`config.mk`:
```
export PLATFORM = sky130hd
export DESIGN_NAME = psu_slot_div
export DESIGN_NICKNAME = d
export VERILOG_FILES = /design/src/design/png_scanline_unfilter_defines.svh /design/src/design/psu_pkg.sv /design/src/design/psu_slot_div.sv
export SDC_FILE = /design/constraint.sdc
export NUM_CORES = 1
export LEC_CHECK = 0
export BUFFER_PORTS_ARGS = -buffer_cell sky130_fd_sc_hd__buf_2
export CAP_MARGIN = 20
export CORE_MARGIN = 5
export CORE_UTILIZATION = 49
export DETAILED_ROUTE_END_ITERATION = 12
export PLACE_DENSITY = 0.74
export SYNTH_ARGS = -nofsm -noshare
export SYNTH_HDL_FRONTEND = slang
export SYNTH_SLANG_ARGS = --single-unit
```
`constraint.sdc`:
```
create_clock -name clk -period 1.5 [get_ports clk]
set_input_delay 0.15 -clock clk [delete_from_list [all_inputs] [get_ports clk]]
set_output_delay 0.15 -clock clk [all_outputs]
set_load 0.05 [all_outputs]
```
`src/design/png_scanline_unfilter_defines.svh`:
```
// Assertion helpers for the top-level design file.
`ifndef PNG_SCANLINE_UNFILTER_DEFINES_SVH
`define PNG_SCANLINE_UNFILTER_DEFINES_SVH

// Same-cycle implication, checked outside reset
`define PSU_ASSERT_IMP(label, ante, cons, msg) \
  label: assert property (@(posedge clk) disable iff (!rst_n) (ante) |-> (cons)) \
    else $error(msg);

// Next-cycle implication, checked outside reset
`define PSU_ASSERT_NXT(label, ante, cons, msg) \
  label: assert property (@(posedge clk) disable iff (!rst_n) (ante) |=> (cons)) \
    else $error(msg);

`endif

```
`src/design/psu_pkg.sv`:
```
package psu_pkg;

  // Sizes
  localparam int MAX_ROW_BYTES   = 8192;
  localparam int MAX_PIXEL_BYTES = 8;
  localparam int COL_W           = $clog2(MAX_ROW_BYTES);
  localparam int SLOT_W          = $clog2(MAX_PIXEL_BYTES);
  localparam int BPP_W           = 4;
  localparam int RB_W            = 14;
  localparam int RC_W            = 16;
  localparam int CFG_IDX_W       = 2;
  localparam int CFG_DATA_W      = 16;

  // Configuration register indexes
  typedef logic [CFG_IDX_W-1:0] cfg_idx_t;
  localparam cfg_idx_t CFG_BPP       = 2'd0;
  localparam cfg_idx_t CFG_ROW_BYTES = 2'd1;
  localparam cfg_idx_t CFG_ROW_COUNT = 2'd2;

  // PNG filter types
  typedef enum logic [2:0] {
    FILT_NONE  = 3'd0,
    FILT_SUB   = 3'd1,
    FILT_UP    = 3'd2,
    FILT_AVG   = 3'd3,
    FILT_PAETH = 3'd4
  } filt_t;

  // Remainder unit status
  typedef struct packed {
    logic busy;
    logic done;
  } div_stat_t;

  // One data byte (or the error transaction) waiting for reconstruction
  typedef struct packed {
    logic              is_err;
    logic [7:0]        x;
    filt_t             filt;
    logic [SLOT_W-1:0] slot;
    logic              past;
    logic              first;
    logic              row_last;
    logic              image_last;
    logic [COL_W-1:0]  col;
  } s1_t;

  // bytes_per_pixel as used: 0 acts as 1, large values saturate
  function automatic logic [BPP_W-1:0] bpp_clamp(input logic [BPP_W-1:0] v);
    logic [BPP_W-1:0] r;
    if (v == '0) begin
      r = BPP_W'(1);
    end else if (v > BPP_W'(MAX_PIXEL_BYTES)) begin
      r = BPP_W'(MAX_PIXEL_BYTES);
    end else begin
      r = v;
    end
    return r;
  endfunction

endpackage

```
`src/design/psu_slot_div.sv`:
```
// Restoring remainder, one dividend bit per cycle: column mod bytes_per_pixel
module psu_slot_div import psu_pkg::*; (
  input  logic              clk,
  input  logic              rst_n,
  input  logic              start,
  input  logic [COL_W-1:0]  dividend,
  input  logic [BPP_W-1:0]  divisor,
  output div_stat_t         stat,
  output logic [SLOT_W-1:0] rem
);

  localparam int CNT_W = $clog2(COL_W + 1);

  logic [COL_W-1:0] dvd_r;
  logic [BPP_W-1:0] dvs_r;
  logic [BPP_W-1:0] rem_r;
  logic [CNT_W-1:0] cnt_r;
  logic             busy_r;
  logic             done_r;

  logic [BPP_W-1:0] trial;
  logic [BPP_W-1:0] rem_step;

  // One shift-subtract step
  always_comb begin
    trial    = {rem_r[BPP_W-2:0], dvd_r[COL_W-1]};
    rem_step = (trial >= dvs_r) ? trial - dvs_r : trial;
  end

  always_ff @(posedge clk) begin
    if (!rst_n) begin
      busy_r <= 1'b0;
      done_r <= 1'b0;
      cnt_r  <= '0;
      rem_r  <= '0;
      dvd_r  <= '0;
      dvs_r  <= BPP_W'(1);
    end else if (start) begin
      busy_r <= 1'b1;
      done_r <= 1'b0;
      cnt_r  <= CNT_W'(COL_W);
      rem_r  <= '0;
      dvd_r  <= dividend;
      dvs_r  <= divisor;
    end else if (busy_r) begin
      rem_r <= rem_step;
      dvd_r <= {dvd_r[COL_W-2:0], 1'b0};
      cnt_r <= cnt_r - CNT_W'(1);
      if (cnt_r == CNT_W'(1)) begin
        busy_r <= 1'b0;
        done_r <= 1'b1;
      end
    end else begin
      done_r <= 1'b0;
    end
  end

  assign stat.busy = busy_r;
  assign stat.done = done_r;
  assign rem       = rem_r[SLOT_W-1:0];

endmodule

```
==> results of run 1 <==
==> logic make-up after synthesis <==
logic type	Yosys count	synth area share, %
AO/OA/AOI/OAI	30	15.3
flip-flops	26	37.5
XOR/XNOR	4	2.53
adder cells (fa/ha/maj)	7	6.85
multiplexers	16	11.5
buffers and inverters	20	8.48
AND/OR/NAND/NOR	44	17.8
==> cell type report <==
type,instances,area share (%)
Clock inverter,1,1.87
Timing Repair Buffer,28,10.1
Clock buffer,3,1.40
Tap cell,31,2.42
Sequential cell,26,32.9
Inverter,9,2.10
Multi-Input combinational cell,101,49.2
==> worst max path at each step <==
stage	start	end	slack [ns]
global placement	dvd_r[12]$_SDFFE_PN0P_	rem_r[0]$_SDFFE_PP0P_	-0.06
finish	dvd_r[12]$_SDFFE_PN0P_	rem_r[0]$_SDFFE_PP0P_	-0.07
global route	dvd_r[12]$_SDFFE_PN0P_	rem_r[0]$_SDFFE_PP0P_	-0.13
CTS	dvd_r[12]$_SDFFE_PN0P_	rem_r[0]$_SDFFE_PP0P_	-0.09
detailed placement	dvd_r[12]$_SDFFE_PN0P_	rem_r[0]$_SDFFE_PP0P_	-0.13
floorplan	rem_r[0]$_SDFFE_PP0P_	rem_r[0]$_SDFFE_PP0P_	-0.02
==> metrics by stage <==
step / setup slack (ns) / cells
6_report: -0.0660 / 199
5_1_grt: -0.134 / 199
4_1_cts: -0.0920 / 198
3_5_place_dp: -0.126 / 193
3_3_place_gp: -0.0620 / 193
2_1_floorplan: -0.0248 / 147
==> placed cells by master, fill, tap and decap left out, types with 2 or more instances in the layout <==
cell type / synthesis / routed
buf_2: 3 / 24
dfxtp_1: 26 / 22
nand2_1: 18 / 17
mux2i_1: 16 / 16
o21ai_0: 13 / 13
and2_1: 12 / 12
inv_1: 9 / 7
ha_1: 6 / 5
nor2b_1: 4 / 4
o21a_1: 4 / 4
nor2_1: 3 / 3
clkbuf_4: 0 / 3
dfxtp_2: 0 / 3
buf_4: 4 / 3
inv_2: 0 / 2
xnor2_1: 2 / 2
xor2_1: 2 / 2
a21oi_1: 2 / 2
o2111a_1: 2 / 2
==> flip-flops by register name (all words and copies together) (netlist names) <==
register	cells
cnt_r	4
busy_r	1
rem_r	3
dvs_r	4
dvd_r	13
done_r	1
==> what timing repair did <==
action | 4_1_cts | 5_1_grt
hold buffers | 0 | 0
buffers inserted | 1 | 1
pin swaps | 2 | 3
setup endpoints to repair | 3 | 3
hold endpoints to repair | 0 | 0
resized for setup | 7 | 2
gates cloned | 0 | 0
==> worst max-delay path, cell delays in order, from the launching register on <==
cell,delay [ns]
dfxtp_2,0.36
inv_2,0.05
ha_4,0.15
fa_2,0.34
a21boi_4,0.17
o2111a_1,0.23
a311oi_1,0.19
==> layer usage <==
metal / wire length [um] / track usage, % / share of wire [%]
met1: 1190 / 15.2 / 46
met3: 81 / 2.66 / 3.1
met5: 0 / 0 / 0
met4: 17 / 5.45 / 0.65
met2: 1310 / 24.6 / 50
==> power by group through the flow <==
stage | Clock [W] | Sequential, W | Combinational, W
floorplan | 0 | 0.000788 | 0.000239
global placement | 0 | 0.000779 | 0.000297
detailed placement | 0 | 0.000782 | 0.000307
CTS | 0.000500 | 0.000768 | 0.000324
global route | 0.000522 | 0.000773 | 0.000372
finish | 0.000483 | 0.000767 | 0.000337
==> impl_metrics.toml, run 1 <==
[synthesis]
synth_cells = 147
ys_seq_elements = 26
synth_nets = 174
synth_cell_types = 35
seq_area_frac_synth_pct = 37.5
synth_area_leaders = "dfxtp_1, mux2i_1, and2_1, ha_1, nand2_1"
synth.most_common_cell = "dfxtp_1"
synth_edf_count = 0
ys_async_sr_fraction_pct = 0
syn_area_um2 = 1390
yosysTopAreaCell = "dfxtp_1"
yosys.area.top_type_share_pct = 37.5
synthTopCellsByCount = "dfxtp_1, nand2_1, mux2i_1"
synth-main-ff-cell = "dfxtp_1"
yosysWarnings = 0
syn_avg_cell_area_um2 = 9.44

[outcome]
status = "complete, but fails checks"
violations = "setup timing"

[critical_path]
worst_setup_path_start_kind = "flop"
worstReg2RegStart = "dvd_r[12]$_SDFFE_PN0P_"
worst-setup-path-type = "reg2reg"
arrival_ns = 1.80
reg2reg_slack_ns = -0.07
cp_max_fo = 6
required_ns = 1.73
r2r-end = "rem_r[0]$_SDFFE_PP0P_"
worstRegToRegCells = 6
critPathCaptureType = "flop"

[timing]
setup_ws_ns = -0.0660
hold_violations = 0
post-route-min-period_ns = 1.57
tns_ns = -0.0867
timing.max_slew.rel_slack_pct = 58.7
fmax_ghz = 0.639
final-setup-viol-count = 2
finalClockSkew_ns = 0.00541
whs_ns = 0.0462
drv_slew = 0
min_period_over_period_pct = 104
rsz0062_at_grt = "yes"
tightest_slew_ns = 0.620

[cells_and_area]
drive_gt1_share_pct = 29.2
num_antenna_cells = 0
regArea_um2 = 528
area_growth_syn_to_layout_pct = 15.7
multiInputGateArea_um2 = 790
fin_util_pct = 58.7
design_area_um2 = 1610
nFillCells = 248
nNetsFinal = 196

[power_and_ir_drop]
internal_power_w = 0.00116
peakVddDrop_v = 0.000685
total_power_w = 0.00159
power.switching_w = 0.000424
pwr-share-seq_pct = 48.4
leakage_nw = 0.695
p_clk_share_pct = 30.4
pwr-share-comb_pct = 21.2
power.density_nw_per_um2 = 988
swShare_pct = 26.7

[drt]
wl_per_cell_um = 13.1
viasPerCell = 5.25
first_pass_iters = 2
drt-initial-drc-count = 20
drt-total-wl_um = 2600
num_vias = 1045
ant_nets = 0
drc_errors = 0

[die]
start_util_pct = 50.8
rows = 19
io_pins = 25
dieArea_um2 = 4000
core_um2 = 2730
die_h_um = 63.2
die_w_um = 63.2

[clocking]
cts_tree = "done"
clock-sinks = 26
clockRootBuffer = "clkbuf_4"
htree_levels = 1
clk_pin_slew_ns = 0.15
numCtsBuffers = 3
clock_latency_ns = 0.32
cts_buffer_depth = 2

[grt]
grt_pass1_wl_um = 4550
track_usage_pct = 13.5
grt_max_degree = 36
antenna_found_initial = 0
overflow = 0
first_global_vias = 1107

[placement]
detailed_place_hpwl_um = 1860
port_buffers = 24
gp_congestion = 0.774
place_area_um2 = 1500

[worst_hold_path]
hp-class = "in2reg"
worstHoldEndpoint = "dvs_r[0]$_SDFFE_PN1P_"
holdPathStages = 3
hold_start = "divisor[0]"

[flow_run]
drv_cap = 0
(Power assumes the default switching activity.)
==> inputs of run 2 (changes only) <==
==> constraint.sdc (replaced) <==
create_clock -name clk -period 1.5 [get_ports clk]
set_input_delay 0.15 -clock clk [delete_from_list [all_inputs] [get_ports clk]]
set_output_delay 0.15 -clock clk [all_outputs]
set_load 0.1 [all_outputs]
==> run 2 against run 1 <==
Compared with the run above: routed wire length unchanged; clock power decreased by 27%; largest power group unchanged; critical path type unchanged; highest routed layer unchanged; clock skew decreased by 0.0022 ns; die area unchanged; the run still ends with setup timing left; maximum frequency decreased by 2.7%.
==> impl_metrics.toml, run 2 (same netlist as run 1, synthesis figures left out) <==
[worst_hold_path]
holdPathStages = 3
hp-class = "in2reg"
worstHoldEndpoint = "dvs_r[0]$_SDFFE_PN1P_"
hold_start = "divisor[0]"

[drt]
ant_nets = 0
wl_per_cell_um = 13.1
num_vias = 1037
drt-initial-drc-count = 39
viasPerCell = 5.21
drc_errors = 0
drt-total-wl_um = 2600
first_pass_iters = 4

[outcome]
violations = "setup timing"
status = "complete, but fails checks"

[cells_and_area]
nFillCells = 255
fin_util_pct = 58.6
instances_no_fill = 199
top_register = "dvd_r"
num_antenna_cells = 0
top_regs = "dvd_r (13), cnt_r (4), dvs_r (4)"
area_growth_syn_to_layout_pct = 15.5
final_cell_mix = "buf_2, dfxtp_1, nand2_1"
nNetsFinal = 196
design_area_um2 = 1600
layout_commonest_cell = "buf_2"
largest_reg_flops = 13
drive_gt1_share_pct = 29.8

[grt]
first_global_vias = 1067
grt_pass1_wl_um = 4600
track_usage_pct = 14.0
grt_max_degree = 36
top_usage_layer = "met2"
met2_usage_pct = 22.3
overflow = 0
antenna_found_initial = 0
met3_usage_pct = 3.73
met1_usage_pct = 17.3

[critical_path]
worst-setup-path-type = "reg2reg"
worstRegToRegCells = 6
arrival_ns = 1.83
worstReg2RegStart = "dvd_r[12]$_SDFFE_PN0P_"
critPathCaptureType = "flop"
required_ns = 1.72
r2r-end = "rem_r[2]$_SDFFE_PP0P_"
worst_setup_path_start_kind = "flop"
reg2reg_slack_ns = -0.11
cp_max_fo = 2

[die]
die_w_um = 63.2
start_util_pct = 50.8
die_h_um = 63.2
io_pins = 25
dieArea_um2 = 4000
rows = 19
core_um2 = 2730

[clocking]
clock-sinks = 26
numCtsBuffers = 3
cts_tree = "done"
htree_levels = 1
clk_pin_slew_ns = 0.14
clock_latency_ns = 0.32
clockRootBuffer = "clkbuf_4"
cts_buffer_depth = 2

[timing]
rsz0062_at_grt = "yes"
tightest_slew_ns = 0.612
hold_violations = 0
setup_ws_ns = -0.110
drv_slew = 0
post-route-min-period_ns = 1.61
final-setup-viol-count = 3
fmax_ghz = 0.621
finalClockSkew_ns = 0.00320
timing.max_slew.rel_slack_pct = 59.2
min_period_over_period_pct = 107
whs_ns = 0.0449

[placement]
placedCellCount = 195
detailed_place_hpwl_um = 1880
place_area_um2 = 1520
port_buffers = 24
gp_congestion = 0.837

[power_and_ir_drop]
power.density_nw_per_um2 = 924
leakage_nw = 0.695
peakVddDrop_v = 0.000710

[flow_run]
drv_cap = 0
-- run 2: report_power, final --
| part | leakage, nW | internal (W) | switching (W) |
|---|---|---|---|
| logic | 0.457 | 0.000161 | 0.000202 |
| registers | 0.217 | 0.000731 | 0.0000325 |
| clock network | 0.0210 | 0.000148 | 0.000205 |
-- run 2: worst max-delay path by stage --
| stage | start | end | slack [ns] | cells after the start |
|---|---|---|---|---|
| floorplan | rem_r[0]$_SDFFE_PP0P_ | rem_r[0]$_SDFFE_PP0P_ | -0.08 | 5 |
| global placement | dvd_r[12]$_SDFFE_PN0P_ | rem_r[0]$_SDFFE_PP0P_ | -0.1 | 6 |
| detailed placement | dvd_r[12]$_SDFFE_PN0P_ | rem_r[2]$_SDFFE_PP0P_ | -0.18 | 6 |
| CTS | dvd_r[12]$_SDFFE_PN0P_ | rem_r[0]$_SDFFE_PP0P_ | -0.10 | 6 |
| global route | dvd_r[12]$_SDFFE_PN0P_ | rem_r[0]$_SDFFE_PP0P_ | -0.17 | 6 |
| finish | dvd_r[12]$_SDFFE_PN0P_ | rem_r[2]$_SDFFE_PP0P_ | -0.11 | 6 |
-- run 2: layer usage --
layer,up-vias,wire (um)
met1,477,1190
met4,0,36
met5,-,0
li1,534,-
met2,22,1250
met3,4,124
-- run 2: metrics by stage --
step | total power, W | worst slack, ns | setup TNS, ns
after global placement | 0.00111 | -0.0953 | -0.166
after CTS | 0.00149 | -0.103 | -0.250
after global routing | 0.00158 | -0.168 | -0.372
after floorplan | 0.00105 | -0.0826 | -0.125
after detailed placement | 0.00112 | -0.184 | -0.399
final | 0.00148 | -0.110 | -0.220
-- run 2: cell type report --
cell class	count	area, um2	share of cell area, %
multi-input cells	101	796	49.6
flip-flops and latches	26	533	33.3
repair buffers	28	165	10.3
well taps	31	38.8	2.42
clock buffers	4	36.3	2.26
inverters	9	33.8	2.11
-- run 2: timing repair --
action                     CTS  global route
hold buffers                 0             0
gates resized for setup      5             3
pin swaps                    3             2
setup buffers                0             0
setup endpoints to repair    3             3
-- run 2: worst max-delay path, cell delays in order, from the launching register on --
cell	delay (ns)
dfxtp_2	0.36
inv_2	0.05
ha_4	0.15
fa_2	0.36
xnor2_2	0.17
nor4_1	0.34
nor3b_2	0.08
==> inputs of run 3 (changes only) <==
--- a/config.mk
+++ b/config.mk
@@ -11,6 +11,7 @@
 export CORE_UTILIZATION = 49
 export DETAILED_ROUTE_END_ITERATION = 12
 export PLACE_DENSITY = 0.74
+export REMOVE_ABC_BUFFERS = 1
 export SYNTH_ARGS = -nofsm -noshare
 export SYNTH_HDL_FRONTEND = slang
 export SYNTH_SLANG_ARGS = --single-unit
==> run 3 against run 2 <==
Compared with the run above: the flow still finishes with violations (setup timing); combinational power is 3% higher; via count rose by 1.4%; clock power shrank 15%; worst hold slack worse by 0.00095 ns; clock skew rose by 0.00091 ns; maximum frequency fell by 2.7%; non-clock buffer count stayed put; power fell by 2.7%; final cell count down 0.50%; flip-flop and latch count stayed put; register-to-register slack worse by 0.04 ns.
==> impl_metrics.toml, run 3 (same netlist as run 1, synthesis figures left out) <==
[critical_path]
critPathCaptureType = "flop"
required_ns = 1.72
arrival_ns = 1.87
worst_setup_path_start_kind = "flop"
worst-setup-path-type = "reg2reg"
cp_max_fo = 2

[clocking]
clockRootBuffer = "clkbuf_4"
numCtsBuffers = 3
clock_latency_ns = 0.32
htree_levels = 1
cts_tree = "done"
hold_buffers = 0
cts_buffer_depth = 2
clk_pin_slew_ns = 0.14
clock-sinks = 26

[die]
io_pins = 25
core_um2 = 2730
dieArea_um2 = 4000
die_h_um = 63.2
start_util_pct = 50.8
rows = 19
die_w_um = 63.2

[cells_and_area]
top_register = "dvd_r"
layout_commonest_cell = "dfxtp_1"
num_antenna_cells = 0
nNetsFinal = 196
area_growth_syn_to_layout_pct = 14.3
drive_gt1_share_pct = 26.3
fin_util_pct = 58.0
final_cell_mix = "dfxtp_1, buf_2, nand2_1"
top_regs = "dvd_r (13), cnt_r (4), dvs_r (4)"
nFillCells = 259
largest_reg_flops = 13

[drt]
num_vias = 1052
drt-total-wl_um = 2730
drt-initial-drc-count = 7
first_pass_iters = 4
wl_per_cell_um = 13.8
drc_errors = 0
wl_met3_um = 164
met2_length_um = 1300
wl_met1_um = 1180
top_layer_used = "met4"
ant_nets = 0
viasPerCell = 5.31

[flow_run]
drv_cap = 0

[placement]
gp_congestion = 0.755
detailed_place_hpwl_um = 1820
port_buffers = 24
place_ws_ns = -0.194

[grt]
grt_max_degree = 36
overflow = 0
track_usage_pct = 13.5
first_global_vias = 1048
grt_pass1_wl_um = 4320
antenna_found_initial = 0

[outcome]
violations = "setup timing"
status = "complete, but fails checks"

[power_and_ir_drop]
power.density_nw_per_um2 = 908
peakVddDrop_v = 0.000580
leakage_nw = 0.687

[timing]
hold_violations = 0
min_period_over_period_pct = 110
fmax_ghz = 0.605
tightest_slew_ns = 0.607
post-route-min-period_ns = 1.65
setup_ws_ns = -0.153
rsz0062_at_grt = "yes"
final-setup-viol-count = 3
finalClockSkew_ns = 0.00411
drv_slew = 0
timing.max_slew.rel_slack_pct = 59.5

[worst_hold_path]
hp-class = "in2reg"
## run 3: power breakdown
group,switching [W],internal [W],leakage [nW],total (W)
Clock,0.000206,0.0000943,0.0138,0.000301
Combinational,0.000210,0.000164,0.458,0.000373
Sequential,0.0000325,0.000734,0.215,0.000766
## run 3: path summary, 6_finish.rpt
path	slack, ns	endpoint	cells past startpoint	startpoint
setup / recovery	-0.15	rem_r[2]$_SDFFE_PP0P_	6	dvd_r[12]$_SDFFE_PN0P_
hold / removal	0.04	dvs_r[0]$_SDFFE_PN1P_	3	divisor[0]
setup reg to reg	-0.15	rem_r[2]$_SDFFE_PP0P_	6	dvd_r[12]$_SDFFE_PN0P_
hold reg to reg	0.52	done_r$_SDFFE_PP0P_	2	done_r$_SDFFE_PP0P_
## run 3: what timing repair did
item,4_1_cts,5_1_grt
resized for setup,6,3
pin swaps,4,1
buffers inserted,1,0
setup endpoints to repair,3,3
## run 3: cell type report
cell class	instances	area, um2	share of cell area (%)
Multi-Input combinational cell	101	792	49.9
Sequential cell	26	522	32.9
Timing Repair Buffer	28	178	11.2
Inverter	9	33.8	2.13
Tap cell	31	38.8	2.44
Clock buffer	3	22.5	1.42
## run 3: layer usage
layer  vias up  GRT usage (%)
met5         -              0
met4         0           9.09
met3        10           3.73
met2        30           21.9
met1       476           15.3
li1        536              -
## run 3: worst max-delay path, stage by stage, from the launching register on
cell     delay [ns]
dfxtp_2        0.36
inv_2          0.05
ha_4           0.15
fa_2           0.36
xnor2_2        0.17
nor4_2         0.34
nor3b_1        0.10
## run 3: metrics by stage
stage | setup TNS, ns | hold WS (ns) | cell area (um2) | total power (W) | std cells
floorplan | -14.27 | 0.212 | 1300 | 0.00102 | 136
finish | -0.294 | 0.0440 | 1590 | 0.00144 | 198
global route | -0.485 | 0.0419 | 1590 | 0.00151 | 198
CTS | -0.181 | 0.0392 | 1570 | 0.00143 | 198
detailed placement | -0.482 | 0.386 | 1510 | 0.00112 | 194
global placement | -0.258 | 0.382 | 1510 | 0.00111 | 194
