## src/design/png_scanline_unfilter_defines.svh

```systemverilog
// Assertion helpers for the top-level design file.
`ifndef PNG_SCANLINE_UNFILTER_DEFINES_SVH
`define PNG_SCANLINE_UNFILTER_DEFINES_SVH

// Same-cycle implication, checked outside reset
`define PSU_ASSERT_IMP(label, ante, cons, msg) \
  label: assert property (@(posedge clk) disable iff (!rst_n) (ante) |-> (cons)) \
    else $error(msg);

// Next-cycle implication, checked outside reset
`define PSU_ASSERT_NXT(label, ante, cons, msg) \
  label: assert property (@(posedge clk) disable iff (!rst_n) (ante) |=> (cons)) \
    else $error(msg);

`endif

```

## src/design/psu_pkg.sv

```systemverilog
package psu_pkg;

  // Sizes
  localparam int MAX_ROW_BYTES   = 8192;
  localparam int MAX_PIXEL_BYTES = 8;
  localparam int COL_W           = $clog2(MAX_ROW_BYTES);
  localparam int SLOT_W          = $clog2(MAX_PIXEL_BYTES);
  localparam int BPP_W           = 4;
  localparam int RB_W            = 14;
  localparam int RC_W            = 16;
  localparam int CFG_IDX_W       = 2;
  localparam int CFG_DATA_W      = 16;

  // Configuration register indexes
  typedef logic [CFG_IDX_W-1:0] cfg_idx_t;
  localparam cfg_idx_t CFG_BPP       = 2'd0;
  localparam cfg_idx_t CFG_ROW_BYTES = 2'd1;
  localparam cfg_idx_t CFG_ROW_COUNT = 2'd2;

  // PNG filter types
  typedef enum logic [2:0] {
    FILT_NONE  = 3'd0,
    FILT_SUB   = 3'd1,
    FILT_UP    = 3'd2,
    FILT_AVG   = 3'd3,
    FILT_PAETH = 3'd4
  } filt_t;

  // Remainder unit status
  typedef struct packed {
    logic busy;
    logic done;
  } div_stat_t;

  // One data byte (or the error transaction) waiting for reconstruction
  typedef struct packed {
    logic              is_err;
    logic [7:0]        x;
    filt_t             filt;
    logic [SLOT_W-1:0] slot;
    logic              past;
    logic              first;
    logic              row_last;
    logic              image_last;
    logic [COL_W-1:0]  col;
  } s1_t;

  // bytes_per_pixel as used: 0 acts as 1, large values saturate
  function automatic logic [BPP_W-1:0] bpp_clamp(input logic [BPP_W-1:0] v);
    logic [BPP_W-1:0] r;
    if (v == '0) begin
      r = BPP_W'(1);
    end else if (v > BPP_W'(MAX_PIXEL_BYTES)) begin
      r = BPP_W'(MAX_PIXEL_BYTES);
    end else begin
      r = v;
    end
    return r;
  endfunction

endpackage

```

## src/design/psu_predict.sv

```systemverilog
// Filter predictor and byte reconstruction
module psu_predict import psu_pkg::*; (
  input  filt_t      filt,
  input  logic [7:0] x,
  input  logic [7:0] a,
  input  logic [7:0] b,
  input  logic [7:0] c,
  output logic [7:0] raw
);

  // Paeth predictor without signed arithmetic
  function automatic logic [7:0] paeth(input logic [7:0] pa_a, input logic [7:0] pa_b,
                                       input logic [7:0] pa_c);
    logic [8:0] s_ab;
    logic [8:0] s_cc;
    logic [8:0] pa;
    logic [8:0] pb;
    logic [8:0] pc;
    logic [7:0] r;
    s_ab = {1'b0, pa_a} + {1'b0, pa_b};
    s_cc = {pa_c, 1'b0};
    pa   = (pa_b > pa_c) ? {1'b0, pa_b - pa_c} : {1'b0, pa_c - pa_b};
    pb   = (pa_a > pa_c) ? {1'b0, pa_a - pa_c} : {1'b0, pa_c - pa_a};
    pc   = (s_ab > s_cc) ? s_ab - s_cc : s_cc - s_ab;
    if (pa <= pb && pa <= pc) begin
      r = pa_a;
    end else if (pb <= pc) begin
      r = pa_b;
    end else begin
      r = pa_c;
    end
    return r;
  endfunction

  logic [8:0] avg_sum;
  logic [7:0] pred;

  always_comb begin
    avg_sum = {1'b0, a} + {1'b0, b};
    case (filt)
      FILT_SUB:   pred = a;
      FILT_UP:    pred = b;
      FILT_AVG:   pred = avg_sum[8:1];
      FILT_PAETH: pred = paeth(a, b, c);
      default:    pred = 8'd0;
    endcase
  end

  assign raw = x + pred;

endmodule

```

## config.mk

```make
export PLATFORM = sky130hd
export DESIGN_NAME = psu_predict
export DESIGN_NICKNAME = d
export VERILOG_FILES = /design/src/design/png_scanline_unfilter_defines.svh /design/src/design/psu_pkg.sv /design/src/design/psu_predict.sv
export SDC_FILE = /design/constraint.sdc
export NUM_CORES = 1
export LEC_CHECK = 0
export BUFFER_PORTS_ARGS = -buffer_cell sky130_fd_sc_hd__buf_2
export CELL_PAD_IN_SITES_DETAIL_PLACEMENT = 1
export CELL_PAD_IN_SITES_GLOBAL_PLACEMENT = 2
export CORE_UTILIZATION = 33
export DETAILED_ROUTE_END_ITERATION = 16
export GPL_TIMING_DRIVEN = 0
export PLACE_DENSITY = 0.86
export SLEW_MARGIN = 20
export SYNTH_ARGS = -nofsm -noshare
export SYNTH_HDL_FRONTEND = slang
export SYNTH_SLANG_ARGS = --single-unit
```

## constraint.sdc

```tcl
create_clock -name vclk -period 12.15
set_clock_uncertainty 0.15 [all_clocks]
set_input_delay 3.0375 -clock vclk [all_inputs]
set_output_delay 3.0375 -clock vclk [all_outputs]
set_load 0.02 [all_outputs]
```

==> tab_implementation.tex, run 1 <==
\begin{tabular}{lr}
\hline
Metric & Value \\
\hline
\multicolumn{2}{l}{\textbf{Pwr}} \\
\quad Share of total power in sequential cells & 0\% \\
\quad Design internal power & 0.339 mW \\
\quad Clock share of power & 0\% \\
\quad Leakage component of the power & around 2.3 nW \\
\quad Worst-case vdd ir drop & just under 80 uV \\
\quad Power Density & $\sim$160 mW/mm\^{}2 \\
\quad NetSw & between 0.4 and 0.5 mW \\
\quad Switching portion of total power & a little over half \\
\quad Combinational group share of total power & 100.0\% \\
\multicolumn{2}{l}{\textbf{Setup path}} \\
\quad Endpoint of the worst setup timing path & raw[6] \\
\quad Most frequent cell on the critical path & sky130\_fd\_sc\_hd\_\_a21oi\_2 \\
\quad Total buffers and inverters traversed by the critical path & 9 \\
\quad Critical-path maximum fanout & 3 \\
\quad CP delay by family, top & compound AO/OA/AOI/OAI gates \\
\quad CP startpoint & a[0] \\
\quad Cell count along the critical path & 42 \\
\quad Setup crit start kind & input pin \\
\quad Crit path arrival time & slightly below 10 ns \\
\quad Required @ worst endpoint & 8.96 ns \\
\quad Largest stage delay on the critical path & 0.35 ns \\
\quad Setup crit end kind & output pin \\
\quad Path type of the worst setup path & in2out \\
\quad CP max stage cell & sky130\_fd\_sc\_hd\_\_fa\_2 \\
\multicolumn{2}{l}{\textbf{Placement}} \\
\quad Half-perimeter wire length after placement & approximately 10000 um \\
\quad Count of input and output buffers & 43 \\
\quad Final RePlAce weighted congestion & about 0.87 \\
\multicolumn{2}{l}{\textbf{Floorplan}} \\
\quad Placeable core region & $\sim$0.010 sq mm \\
\quad Die Y & 105 um \\
\quad Starting density of the core & about a third \\
\quad I/O pin cnt & between 40 and 50 \\
\quad Standard-cell rows & 37 \\
\quad Chip width & approximately 110 um \\
\quad Full die area & 0.0111 sq mm \\
\multicolumn{2}{l}{\textbf{Status}} \\
\quad Outcome & finished, violations left \\
\quad Violated checks & setup timing \\
\multicolumn{2}{l}{\textbf{Timing}} \\
\quad Max Slew Vio Count & 0 \\
\quad Headroom to the max-slew limit & between 60 and 70\% \\
\quad Final clock period utilization by the worst path & 107\% \\
\quad Slew of the pin with the lowest slew margin & between 0.5 and 0.6 ns \\
\quad Final number of setup-violating endpoints & 7 \\
\quad Worst hold slack & $\sim$6.3 ns \\
\quad RSZ-0062 raised after global routing & yes \\
\quad Total count of hold-check failures in the final report & 0 \\
\quad Setup WS post-layout & -0.797 ns \\
\quad Minimum period implied by the final worst setup slack & between 10 and 15 ns \\
\quad Final setup TNS & -3.92 ns \\
\quad Highest achievable clock rate & between 70 and 80 MHz \\
\multicolumn{2}{l}{\textbf{Yosys}} \\
\quad Leading area contributor after synthesis & sky130\_fd\_sc\_hd\_\_ha\_1 \\
\quad Synthesized net count & approximately 570 \\
\quad Netlist Area Pre-Place & about 0.0035 sq mm \\
\quad Top cells by area, synth & sky130\_fd\_sc\_hd\_\_ha\_1 (29\%), sky130\_fd\_sc\_hd\_\_inv\_1 (7.0\%), sky130\_fd\_sc\_hd\_\_a21oi\_1 (6.1\%) \\
\quad Number of distinct library cell variants in the gate-level netlist after synthesis & between 60 and 70 \\
\quad Sequential cell area fraction in the yosys report & 0\% \\
\quad Cells after synthesis & roughly 450 \\
\quad Number of warnings printed during yosys synthesis & 0 \\
\quad Synthesized area per cell & 7.82 sq um \\
\quad Share of Yosys cell area claimed by the top area cell type & between 20 and 30\% \\
\multicolumn{2}{l}{\textbf{Finish}} \\
\quad Utilization of the core after routing & between 40\% and 50\% \\
\quad Synth-to-Final Area Change & 35.4\% \\
\quad Fin nets & roughly 660 \\
\quad Ant diodes & 0 \\
\quad Leading cell types in the layout, fill and taps excluded & sky130\_fd\_sc\_hd\_\_ha\_1 (74), sky130\_fd\_sc\_hd\_\_inv\_1 (54), sky130\_fd\_sc\_hd\_\_buf\_4 (49) \\
\quad Most frequent standard cell in the layout excluding fill and tap cells & sky130\_fd\_sc\_hd\_\_ha\_1 \\
\quad Clock buf count & 0 \\
\quad Layout cells sized above 1 & between 30\% and 40\% \\
\quad Number of sequential cells in the layout & 0 \\
\quad Area occupied by registers & 0 sq um \\
\multicolumn{2}{l}{\textbf{Drt}} \\
\quad Routed WL per cell & roughly 19 um \\
\quad DR DRC count & 0 \\
\quad Detail-routed via count per cell & about 5.5 \\
\quad Total number of vias & roughly 3.7k \\
\quad Drt first pass iters & 4 \\
\quad Iter 0 DRT Violations & 113 \\
\quad Detailed-route wire length & about 13000 um \\
\quad Antenna-violating nets left & 0 \\
\multicolumn{2}{l}{\textbf{Hold path}} \\
\quad Tightest Hold Check Type & in2out \\
\quad Count of cells along the worst hold path & 3 \\
\multicolumn{2}{l}{\textbf{Global route}} \\
\quad Antenna violations before repair & 0 \\
\quad Global-route wire length before repair & roughly 20000 um \\
\quad Vias in the first global route & $\sim$4.0k \\
\quad Global Route Usage Sum & 22.7\% \\
\quad Maximum number of pins on one net before global-route repair & 11 \\
\quad GR Overflow Total & 0 \\
\multicolumn{2}{l}{\textbf{Clock network}} \\
\quad Count of hold-fix buffers inserted at cts & 0 \\
\multicolumn{2}{l}{\textbf{Run}} \\
\quad Max cap viols & 0 \\
\hline
\end{tabular}
==> final cells by class <==
class,instances,area [sq um]
plain buffers,8,52.6
inverters,65,254
fillers,1259,5570
repair buffers,89,652
well taps,136,170
multi-input cells,376,3620
==> repair_timing <==
| item | in CTS | in global routing |
|---|---|---|
| buffers inserted | 30 | 17 |
| gates resized for setup | 61 | 23 |
| setup endpoints to repair | 8 | 8 |
| pin swaps | 48 | 31 |
==> layer usage <==
metal	vias to the layer above	share of wire [%]	GRT usage, %
li1	1799	-	-
met1	1819	44	28.5
met2	71	52	43.9
met3	8	2.4	0.125
met4	0	1.4	3.52
met5	-	0	0
==> kinds of logic after synthesis <==
logic type      Yosys count  share of synthesized area (%)
mux                      32                           9.70
fa+ha+maj                89                           33.4
simple gates             77                           11.0
xor+xnor                 33                           8.45
compound gates          145                           29.2
buf+inv                  73                           8.27
==> synth_stat cells (2+ instances only) <==
cell type	instances
sky130_fd_sc_hd__buf_6	2
sky130_fd_sc_hd__a211oi_1	5
sky130_fd_sc_hd__a21o_1	11
sky130_fd_sc_hd__o22ai_1	2
sky130_fd_sc_hd__fa_1	8
sky130_fd_sc_hd__o211a_1	2
sky130_fd_sc_hd__o31a_1	2
sky130_fd_sc_hd__nor3_1	2
sky130_fd_sc_hd__or2_2	3
sky130_fd_sc_hd__nor2_1	15
sky130_fd_sc_hd__mux2i_1	21
sky130_fd_sc_hd__ha_1	81
sky130_fd_sc_hd__and4_1	2
sky130_fd_sc_hd__xnor2_1	19
sky130_fd_sc_hd__a311oi_1	2
sky130_fd_sc_hd__clkbuf_1	5
sky130_fd_sc_hd__and3_1	2
sky130_fd_sc_hd__o21a_1	2
sky130_fd_sc_hd__o21bai_1	7
sky130_fd_sc_hd__a21oi_1	43
sky130_fd_sc_hd__nand4_1	5
sky130_fd_sc_hd__mux2_2	9
sky130_fd_sc_hd__o32a_1	2
sky130_fd_sc_hd__or3_1	2
sky130_fd_sc_hd__inv_1	65
sky130_fd_sc_hd__o211ai_1	4
sky130_fd_sc_hd__xor2_1	13
sky130_fd_sc_hd__nand2_1	25
sky130_fd_sc_hd__a21oi_2	3
sky130_fd_sc_hd__o21ai_0	32
sky130_fd_sc_hd__nor2b_1	3
sky130_fd_sc_hd__a22oi_1	7
sky130_fd_sc_hd__nand3_1	9
sky130_fd_sc_hd__nor4_1	2
==> per-stage QoR <==
stage,worst slack (ns),cell area (sq um),power [mW],cells
2_1_floorplan,-0.129,3630,0.408,449
3_3_place_gp,-1.42,4020,0.534,628
3_5_place_dp,-1.50,4020,0.553,628
4_1_cts,-0.838,4540,0.689,658
5_1_grt,-1.14,4750,0.798,674
6_report,-0.797,4750,0.742,674
==> worst min-delay path by stage <==
stage	slack, ns	to	from
3_5_place_dp	6.29	raw[0]	x[0]
4_1_cts	6.31	raw[0]	x[0]
3_3_place_gp	6.28	raw[0]	x[0]
2_1_floorplan	6.11	raw[0]	x[0]
6_report	6.29	raw[0]	x[0]
5_1_grt	6.30	raw[0]	x[0]
==> power by group through the flow <==
stage / Clock [mW] / Sequential, mW / Combinational, mW
5_1_grt: 0 / 0 / 0.798
4_1_cts: 0 / 0 / 0.689
2_1_floorplan: 0 / 0 / 0.408
3_5_place_dp: 0 / 0 / 0.553
6_report: 0 / 0 / 0.742
3_3_place_gp: 0 / 0 / 0.534
No activity file was read; power rests on OpenSTA's default activity.
==> run 2: changes to the inputs <==
--- a/config.mk
+++ b/config.mk
@@ -11,7 +11,7 @@
 export CORE_UTILIZATION = 33
 export DETAILED_ROUTE_END_ITERATION = 16
 export GPL_TIMING_DRIVEN = 0
-export PLACE_DENSITY = 0.86
+export PLACE_DENSITY = 0.87
 export SLEW_MARGIN = 20
 export SYNTH_ARGS = -nofsm -noshare
 export SYNTH_HDL_FRONTEND = slang
==> run 2 against run 1 <==
Compared with the run above:
- critical endpoint unchanged
- cell area shrank 0.90%
- sequential share of layout area is the same
- first-iteration DRC count shrank 1.8%
- total power grew 0.16%
- fmax grew 0.50%
- non-clock buffer count shrank 5
- setup slack gained 0.065 ns
- die area is the same
- sequential cell count is the same
- global-route usage shrank 0.11 points
- combinational power is essentially flat
- routed wire length is essentially flat
- the run still ends with setup timing left
==> tab_implementation.tex, run 2 (same netlist as run 1, synthesis figures left out) <==
\begin{tabular}{lr}
\hline
Metric & Value \\
\hline
\multicolumn{2}{l}{\textbf{Placement}} \\
\quad Placement Cell Area & 0.00402 sq mm (unchanged) \\
\quad Half-perimeter wire length after placement & 10500 um (was 10300 um) \\
\quad Count of input and output buffers & 43 (unchanged) \\
\quad Placed instance count & 628 (unchanged) \\
\quad Final RePlAce weighted congestion & 0.864 (was 0.870) \\
\multicolumn{2}{l}{\textbf{Floorplan}} \\
\quad Starting density of the core & 34.0\% (unchanged) \\
\quad Chip width & 105 um (unchanged) \\
\quad Placeable core region & 0.0103 sq mm (unchanged) \\
\quad Full die area & 0.0111 sq mm (unchanged) \\
\quad Die Y & 105 um (unchanged) \\
\quad Standard-cell rows & 37 (unchanged) \\
\quad I/O pin cnt & 43 (unchanged) \\
\multicolumn{2}{l}{\textbf{Global route}} \\
\quad Global Route Usage Sum & 22.6\% (was 22.7\%) \\
\quad GR Overflow Total & 0 (unchanged) \\
\quad Maximum number of pins on one net before global-route repair & 11 (unchanged) \\
\quad Vias in the first global route & 3995 (was 3997) \\
\quad Global-route wire length before repair & 19900 um (was 20000 um) \\
\quad Antenna violations before repair & 0 (unchanged) \\
\multicolumn{2}{l}{\textbf{Status}} \\
\quad Outcome & finished, violations left (unchanged) \\
\quad Violated checks & setup timing (unchanged) \\
\multicolumn{2}{l}{\textbf{Setup path}} \\
\quad Setup crit end kind & output pin (unchanged) \\
\quad CP max stage cell & sky130\_fd\_sc\_hd\_\_fa\_2 (unchanged) \\
\quad Path type of the worst setup path & in2out (unchanged) \\
\quad CP delay by family, top & compound AO/OA/AOI/OAI gates (unchanged) \\
\quad Critical-path maximum fanout & 4 (was 3) \\
\quad Crit path arrival time & 9.69 ns (was 9.76 ns) \\
\quad Most frequent cell on the critical path & sky130\_fd\_sc\_hd\_\_a21oi\_2 (unchanged) \\
\quad Setup crit start kind & input pin (unchanged) \\
\quad Largest stage delay on the critical path & 0.41 ns (was 0.35 ns) \\
\quad Total buffers and inverters traversed by the critical path & 7 (was 9) \\
\quad Required @ worst endpoint & 8.96 ns (about the same) \\
\quad Cell count along the critical path & 41 (was 42) \\
\multicolumn{2}{l}{\textbf{Finish}} \\
\quad Most frequent standard cell in the layout excluding fill and tap cells & sky130\_fd\_sc\_hd\_\_ha\_1 (unchanged) \\
\quad Ant diodes & 0 (unchanged) \\
\quad Layout cells sized above 1 & 34.0\% (was 34.4\%) \\
\quad Post-layout instance area & 0.00471 sq mm (was 0.00475 sq mm) \\
\quad Number of sequential cells in the layout & 0 (unchanged) \\
\quad Leading cell types in the layout, fill and taps excluded & sky130\_fd\_sc\_hd\_\_ha\_1 (75), sky130\_fd\_sc\_hd\_\_inv\_1 (56), sky130\_fd\_sc\_hd\_\_buf\_4 (44) (was sky130\_fd\_sc\_hd\_\_ha\_1 (74), sky130\_fd\_sc\_hd\_\_inv\_1 (54), sky130\_fd\_sc\_hd\_\_buf\_4 (49)) \\
\quad Number of fill cells & 1238 (was 1259) \\
\quad Area occupied by registers & 0 sq um (unchanged) \\
\quad Clock buf count & 0 (unchanged) \\
\quad Synth-to-Final Area Change & 34.2\% (was 35.4\%) \\
\quad Fin nets & 659 (was 664) \\
\quad Finished Layout Cells & 669 (was 674) \\
\multicolumn{2}{l}{\textbf{Timing}} \\
\quad Final number of setup-violating endpoints & 7 (unchanged) \\
\quad Worst hold slack & 6.29 ns (about the same) \\
\quad Highest achievable clock rate & 77.6 MHz (was 77.2 MHz) \\
\quad Slew of the pin with the lowest slew margin & 0.582 ns (was 0.591 ns) \\
\quad Max Slew Vio Count & 0 (unchanged) \\
\quad RSZ-0062 raised after global routing & yes (unchanged) \\
\quad Headroom to the max-slew limit & 60.9\% (was 60.3\%) \\
\quad Setup WS post-layout & -0.732 ns (was -0.797 ns) \\
\quad Total count of hold-check failures in the final report & 0 (unchanged) \\
\quad Final setup TNS & -3.44 ns (was -3.92 ns) \\
\quad Final clock period utilization by the worst path & 106\% (was 107\%) \\
\quad Minimum period implied by the final worst setup slack & 12.88 ns (was 12.95 ns) \\
\multicolumn{2}{l}{\textbf{Drt}} \\
\quad Drt first pass iters & 4 (unchanged) \\
\quad Total number of vias & 3701 (was 3697) \\
\quad Detail-routed via count per cell & 5.53 (was 5.49) \\
\quad Antenna-violating nets left & 0 (unchanged) \\
\quad DR DRC count & 0 (unchanged) \\
\quad Detailed-route wire length & 12800 um (about the same) \\
\quad Routed WL per cell & 19.2 um (was 19.0 um) \\
\quad Iter 0 DRT Violations & 111 (was 113) \\
\multicolumn{2}{l}{\textbf{Hold path}} \\
\quad Count of cells along the worst hold path & 3 (unchanged) \\
\quad Startpoint of the tightest hold check path & x[0] (unchanged) \\
\quad End point of the most critical hold path & raw[0] (unchanged) \\
\quad Tightest Hold Check Type & in2out (unchanged) \\
\multicolumn{2}{l}{\textbf{Pwr}} \\
\quad Power Density & 158 mW/mm\^{}2 (was 156 mW/mm\^{}2) \\
\quad Leakage component of the power & 2.32 nW (was 2.33 nW) \\
\quad Power consumption & 0.743 mW (was 0.742 mW) \\
\quad Worst-case vdd ir drop & 87.5 uV (was 77.0 uV) \\
\multicolumn{2}{l}{\textbf{Run}} \\
\quad Max cap viols & 0 (unchanged) \\
\multicolumn{2}{l}{\textbf{Clock network}} \\
\quad Count of hold-fix buffers inserted at cts & 0 (unchanged) \\
\hline
\end{tabular}
## run 2: cell count changes in the layout (fill, tap and decap cells not counted), sizes merged
cell	before	now
inv	63	64
buf	92	86
clkbuf	5	6
clkinvlp	2	1
## run 2: how the worst max path moves through the flow
| stage | startpoint | to | slack, ns |
|---|---|---|---|
| floorplan | a[0] | raw[6] | -0.13 |
| global placement | a[1] | raw[6] | -1.41 |
| detailed placement | a[1] | raw[6] | -1.50 |
| CTS | b[1] | raw[7] | -0.89 |
| global route | a[0] | raw[7] | -1.05 |
| finish | b[1] | raw[6] | -0.73 |
## run 2: cell type report
| class | count | area, sq um | share of cell area, % |
|---|---|---|---|
| inverters | 65 | 250 | 5.31 |
| plain buffers | 8 | 52.6 | 1.12 |
| multi-input cells | 376 | 3630 | 77.2 |
| repair buffers | 84 | 601 | 12.8 |
| well taps | 136 | 170 | 3.61 |
## run 2: metal layers
layer  track usage, %  part of all wire, %
met2             44.2                   52
met5                0                    0
met3            0.374                  1.8
met4             2.52                  1.6
met1             28.3                   44
## run 2: where the power goes
| group | switching (mW) | total (mW) | internal (mW) |
|---|---|---|---|
| logic | 0.401 | 0.743 | 0.342 |
| clock network | 0 | 0 | 0 |
| registers | 0 | 0 | 0 |
| total | 0.401 | 0.743 | 0.342 |
## run 2: through the flow
stage | worst slack [ns] | util [%]
after global placement | -1.41 | 38.9
final | -0.732 | 45.6
after global routing | -1.05 | 45.6
after detailed placement | -1.50 | 38.9
after CTS | -0.892 | 43.7
after floorplan | -0.129 | -
## run 2: worst min-delay path, stage by stage
cell,delay [ns]
sky130_fd_sc_hd__buf_2,0.08
sky130_fd_sc_hd__ha_2,0.13
sky130_fd_sc_hd__buf_2,0.15
## run 2: what timing repair did
item	4_1_cts	5_1_grt
setup endpoints to repair	8	8
pin swaps	46	38
resized for setup	54	33
buffers inserted	33	15
endpoints found under the hold margin	0	0
==> run 3: changes to the inputs <==
--- a/config.mk
+++ b/config.mk
@@ -5,13 +5,14 @@
 export SDC_FILE = /design/constraint.sdc
 export NUM_CORES = 1
 export LEC_CHECK = 0
+export ABC_AREA = 1
 export BUFFER_PORTS_ARGS = -buffer_cell sky130_fd_sc_hd__buf_2
 export CELL_PAD_IN_SITES_DETAIL_PLACEMENT = 1
 export CELL_PAD_IN_SITES_GLOBAL_PLACEMENT = 2
-export CORE_UTILIZATION = 33
+export CORE_UTILIZATION = 30
 export DETAILED_ROUTE_END_ITERATION = 16
 export GPL_TIMING_DRIVEN = 0
-export PLACE_DENSITY = 0.87
+export PLACE_DENSITY = 0.86
 export SLEW_MARGIN = 20
 export SYNTH_ARGS = -nofsm -noshare
 export SYNTH_HDL_FRONTEND = slang
==> run 3 against run 2 <==
Compared with the run above:
- the run still ends with setup timing left
- fmax is 4.6% higher
- clock-buffer cell count stayed put
- via count is 15% higher
- first-iteration DRC count is 55% higher
- largest cell class unchanged
==> tab_implementation.tex, run 3 <==
\begin{tabular}{lr}
\hline
Metric & Value \\
\hline
\multicolumn{2}{l}{\textbf{Finish}} \\
\quad Number of sequential cells in the layout & 0 (unchanged) \\
\quad Synth-to-Final Area Change & 39.8\% (was 34.2\%) \\
\quad Layout cells sized above 1 & 32.5\% (was 34.0\%) \\
\quad Finished Layout Cells & 813 (was 669) \\
\quad Fin nets & 796 (was 659) \\
\quad Ant diodes & 0 (unchanged) \\
\quad Most frequent standard cell in the layout excluding fill and tap cells & sky130\_fd\_sc\_hd\_\_nand2\_1 (was sky130\_fd\_sc\_hd\_\_ha\_1) \\
\quad Post-layout instance area & 0.00501 sq mm (was 0.00471 sq mm) \\
\quad Leading cell types in the layout, fill and taps excluded & sky130\_fd\_sc\_hd\_\_nand2\_1 (112), sky130\_fd\_sc\_hd\_\_inv\_1 (100), sky130\_fd\_sc\_hd\_\_ha\_1 (66) (was sky130\_fd\_sc\_hd\_\_ha\_1 (75), sky130\_fd\_sc\_hd\_\_inv\_1 (56), sky130\_fd\_sc\_hd\_\_buf\_4 (44)) \\
\quad Area occupied by registers & 0 sq um (unchanged) \\
\quad Clock buf count & 0 (unchanged) \\
\multicolumn{2}{l}{\textbf{Setup path}} \\
\quad Setup crit end kind & output pin (unchanged) \\
\quad CP max stage cell & sky130\_fd\_sc\_hd\_\_ha\_4 (was sky130\_fd\_sc\_hd\_\_fa\_2) \\
\quad Total buffers and inverters traversed by the critical path & 10 (was 7) \\
\quad Most frequent cell on the critical path & sky130\_fd\_sc\_hd\_\_a21oi\_2 (unchanged) \\
\quad Critical-path maximum fanout & 6 (was 4) \\
\quad Required @ worst endpoint & 8.96 ns (about the same) \\
\quad Setup crit start kind & input pin (unchanged) \\
\quad Path type of the worst setup path & in2out (unchanged) \\
\quad Crit path arrival time & 9.13 ns (was 9.69 ns) \\
\quad CP startpoint & b[2] (was b[1]) \\
\quad Largest stage delay on the critical path & 0.34 ns (was 0.41 ns) \\
\quad CP delay by family, top & compound AO/OA/AOI/OAI gates (unchanged) \\
\multicolumn{2}{l}{\textbf{Floorplan}} \\
\quad Die Y & 111 um (was 105 um) \\
\quad Chip width & 111 um (was 105 um) \\
\quad I/O pin cnt & 43 (unchanged) \\
\quad Placeable core region & 0.0115 sq mm (was 0.0103 sq mm) \\
\quad Full die area & 0.0124 sq mm (was 0.0111 sq mm) \\
\quad Standard-cell rows & 39 (was 37) \\
\quad Starting density of the core & 31.1\% (was 34.0\%) \\
\multicolumn{2}{l}{\textbf{Timing}} \\
\quad Minimum period implied by the final worst setup slack & 12.31 ns (was 12.88 ns) \\
\quad Final clock period utilization by the worst path & 101\% (was 106\%) \\
\quad Setup WS post-layout & -0.163 ns (was -0.732 ns) \\
\quad Final number of setup-violating endpoints & 3 (was 7) \\
\quad Slew of the pin with the lowest slew margin & 0.860 ns (was 0.582 ns) \\
\quad Total count of hold-check failures in the final report & 0 (unchanged) \\
\quad RSZ-0062 raised after global routing & yes (unchanged) \\
\quad Final setup TNS & -0.305 ns (was -3.44 ns) \\
\quad Headroom to the max-slew limit & 42.1\% (was 60.9\%) \\
\quad Highest achievable clock rate & 81.2 MHz (was 77.6 MHz) \\
\quad Max Slew Vio Count & 0 (unchanged) \\
\quad Worst hold slack & 6.28 ns (was 6.29 ns) \\
\multicolumn{2}{l}{\textbf{Global route}} \\
\quad Global-route wire length before repair & 22500 um (was 19900 um) \\
\quad Antenna violations before repair & 0 (unchanged) \\
\quad Vias in the first global route & 4528 (was 3995) \\
\quad Global Route Usage Sum & 22.6\% (about the same) \\
\quad Global route hottest layer & met2 (unchanged) \\
\quad Routing usage on met2 & 42.4\% (was 44.2\%) \\
\quad GRT met3 Usage & 0.925\% (was 0.374\%) \\
\quad Maximum number of pins on one net before global-route repair & 11 (unchanged) \\
\quad Met1 Track Usage GR & 27.4\% (was 28.3\%) \\
\quad GR Overflow Total & 0 (unchanged) \\
\multicolumn{2}{l}{\textbf{Run}} \\
\quad Max cap viols & 0 (unchanged) \\
\multicolumn{2}{l}{\textbf{Yosys}} \\
\quad Number of warnings printed during yosys synthesis & 0 (unchanged) \\
\quad Xor and xnor area share after synthesis & 7.08\% (was 8.45\%) \\
\quad Most frequent cell after synthesis & sky130\_fd\_sc\_hd\_\_nand2\_1 (was sky130\_fd\_sc\_hd\_\_ha\_1) \\
\quad Netlist Area Pre-Place & 0.00359 sq mm (was 0.00351 sq mm) \\
\quad Share of synthesized area spent on multiplexers & 0.558\% (was 9.70\%) \\
\quad Number of distinct library cell variants in the gate-level netlist after synthesis & 42 (was 66) \\
\quad Synth Area in Compound Gates & 19.5\% (was 29.2\%) \\
\quad Fraction of the mapped netlist area in adder cells & 32.7\% (was 33.4\%) \\
\quad Leading area contributor after synthesis & sky130\_fd\_sc\_hd\_\_ha\_1 (unchanged) \\
\quad Commonest cells in the netlist & sky130\_fd\_sc\_hd\_\_nand2\_1 (126), sky130\_fd\_sc\_hd\_\_inv\_1 (109), sky130\_fd\_sc\_hd\_\_ha\_1 (81) (was sky130\_fd\_sc\_hd\_\_ha\_1 (81), sky130\_fd\_sc\_hd\_\_inv\_1 (65), sky130\_fd\_sc\_hd\_\_a21oi\_1 (43)) \\
\quad Cells after synthesis & 566 (was 449) \\
\quad Basic-gate share of the synthesized area counting and, or, nand and nor cells & 27.4\% (was 11.0\%) \\
\quad Synthesized area per cell & 6.34 sq um (was 7.82 sq um) \\
\quad Top cells by area, synth & sky130\_fd\_sc\_hd\_\_ha\_1 (28\%), sky130\_fd\_sc\_hd\_\_nand2\_1 (13\%), sky130\_fd\_sc\_hd\_\_inv\_1 (11\%) (was sky130\_fd\_sc\_hd\_\_ha\_1 (29\%), sky130\_fd\_sc\_hd\_\_inv\_1 (7.0\%), sky130\_fd\_sc\_hd\_\_a21oi\_1 (6.1\%)) \\
\quad Synthesized net count & 690 (was 573) \\
\quad Share of Yosys cell area claimed by the top area cell type & 28.3\% (was 28.9\%) \\
\quad Sequential cell area fraction in the yosys report & 0\% (unchanged) \\
\quad Dominant combinational cell family by area after synthesis & adder cells (unchanged) \\
\multicolumn{2}{l}{\textbf{Drt}} \\
\quad Detailed-route wire length & 14500 um (was 12800 um) \\
\quad Drt first pass iters & 4 (unchanged) \\
\quad Total number of vias & 4271 (was 3701) \\
\quad DR DRC count & 0 (unchanged) \\
\quad Antenna-violating nets left & 0 (unchanged) \\
\quad Iter 0 DRT Violations & 172 (was 111) \\
\quad Detail-routed via count per cell & 5.25 (was 5.53) \\
\quad Routed WL per cell & 17.9 um (was 19.2 um) \\
\multicolumn{2}{l}{\textbf{Placement}} \\
\quad Half-perimeter wire length after placement & 11400 um (was 10500 um) \\
\quad Placement Cell Area & 0.00398 sq mm (was 0.00402 sq mm) \\
\quad Placed instance count & 752 (was 628) \\
\quad Count of input and output buffers & 43 (unchanged) \\
\quad Final RePlAce weighted congestion & 0.891 (was 0.864) \\
\multicolumn{2}{l}{\textbf{Pwr}} \\
\quad Leakage component of the power & 2.69 nW (was 2.32 nW) \\
\quad Clock share of power & 0\% (about the same) \\
\quad Switching portion of total power & 56.3\% (was 53.9\%) \\
\quad Combinational group share of total power & 100.0\% (about the same) \\
\quad Design internal power & 0.326 mW (was 0.342 mW) \\
\quad Worst-case vdd ir drop & 82.6 uV (was 87.5 uV) \\
\quad Share of total power in sequential cells & 0\% (about the same) \\
\quad NetSw & 0.420 mW (was 0.401 mW) \\
\quad Power Density & 149 mW/mm\^{}2 (was 158 mW/mm\^{}2) \\
\multicolumn{2}{l}{\textbf{Hold path}} \\
\quad End point of the most critical hold path & raw[0] (unchanged) \\
\quad Startpoint of the tightest hold check path & x[0] (unchanged) \\
\quad Tightest Hold Check Type & in2out (unchanged) \\
\quad Count of cells along the worst hold path & 3 (unchanged) \\
\multicolumn{2}{l}{\textbf{Status}} \\
\quad Outcome & finished, violations left (unchanged) \\
\quad Violated checks & setup timing (unchanged) \\
\multicolumn{2}{l}{\textbf{Clock network}} \\
\quad Count of hold-fix buffers inserted at cts & 0 (unchanged) \\
\hline
\end{tabular}
[run 3: cell types whose count changed after synthesis, sizes merged, moves of 6 or more]
cell and change:
nand2 +118, inv +46, mux2i -20, nand3 +13
nor2 +11, xnor2 -11, mux2 -10, a21o -8
a22oi -7, xor2 +7, o22ai +6
[run 3: worst max path at each step]
| stage | depth (start not counted) | slack, ns | to |
|---|---|---|---|
| global route | 46 | -0.56 | raw[7] |
| global placement | 43 | -1.25 | raw[7] |
| finish | 46 | -0.16 | raw[7] |
| detailed placement | 43 | -1.45 | raw[7] |
| floorplan | 41 | 0.12 | raw[7] |
| CTS | 46 | -0.16 | raw[7] |
[run 3: through the flow]
step                      worst slack (ns)  util [%]  power [mW]
final                               -0.163      43.5       0.746
after global placement               -1.25      34.6       0.485
after CTS                           -0.164      40.8       0.669
after floorplan                      0.116         -       0.371
after detailed placement             -1.45      34.6       0.508
after global routing                -0.557      43.5       0.813
[run 3: layout make-up]
cell class,instances,area [sq um]
buffer,4,36.3
fill,1508,6500
inverter,111,429
multi-input combinational,451,3570
tap,143,179
timing repair buffer,104,802
[run 3: repair_timing]
action                                  in CTS  in global routing
setup buffers                               52                 18
resized for setup                           78                 62
pin swaps                                   47                 65
endpoints found under the setup margin       8                  7
[run 3: cells by family after synthesis]
group | Yosys count
AO/OA/AOI/OAI | 117
AND/OR/NAND/NOR | 214
buffers and inverters | 115
adder cells (fa/ha/maj) | 89
XOR/XNOR | 29
multiplexers | 2
[run 3: per-layer routing]
metal | vias up | part of all wire (%) | wire (um)
met1 | 2065 | 43 | 6280
met3 | 33 | 2.6 | 371
li1 | 2069 | - | -
met2 | 104 | 51 | 7360
met4 | 0 | 3.5 | 505
met5 | - | 0 | 0
[run 3: power groups by stage]
stage | sequential, mW | combinational, mW | clock, mW
2_1_floorplan | 0 | 0.371 | 0
3_5_place_dp | 0 | 0.508 | 0
6_report | 0 | 0.746 | 0
3_3_place_gp | 0 | 0.485 | 0
4_1_cts | 0 | 0.669 | 0
5_1_grt | 0 | 0.813 | 0
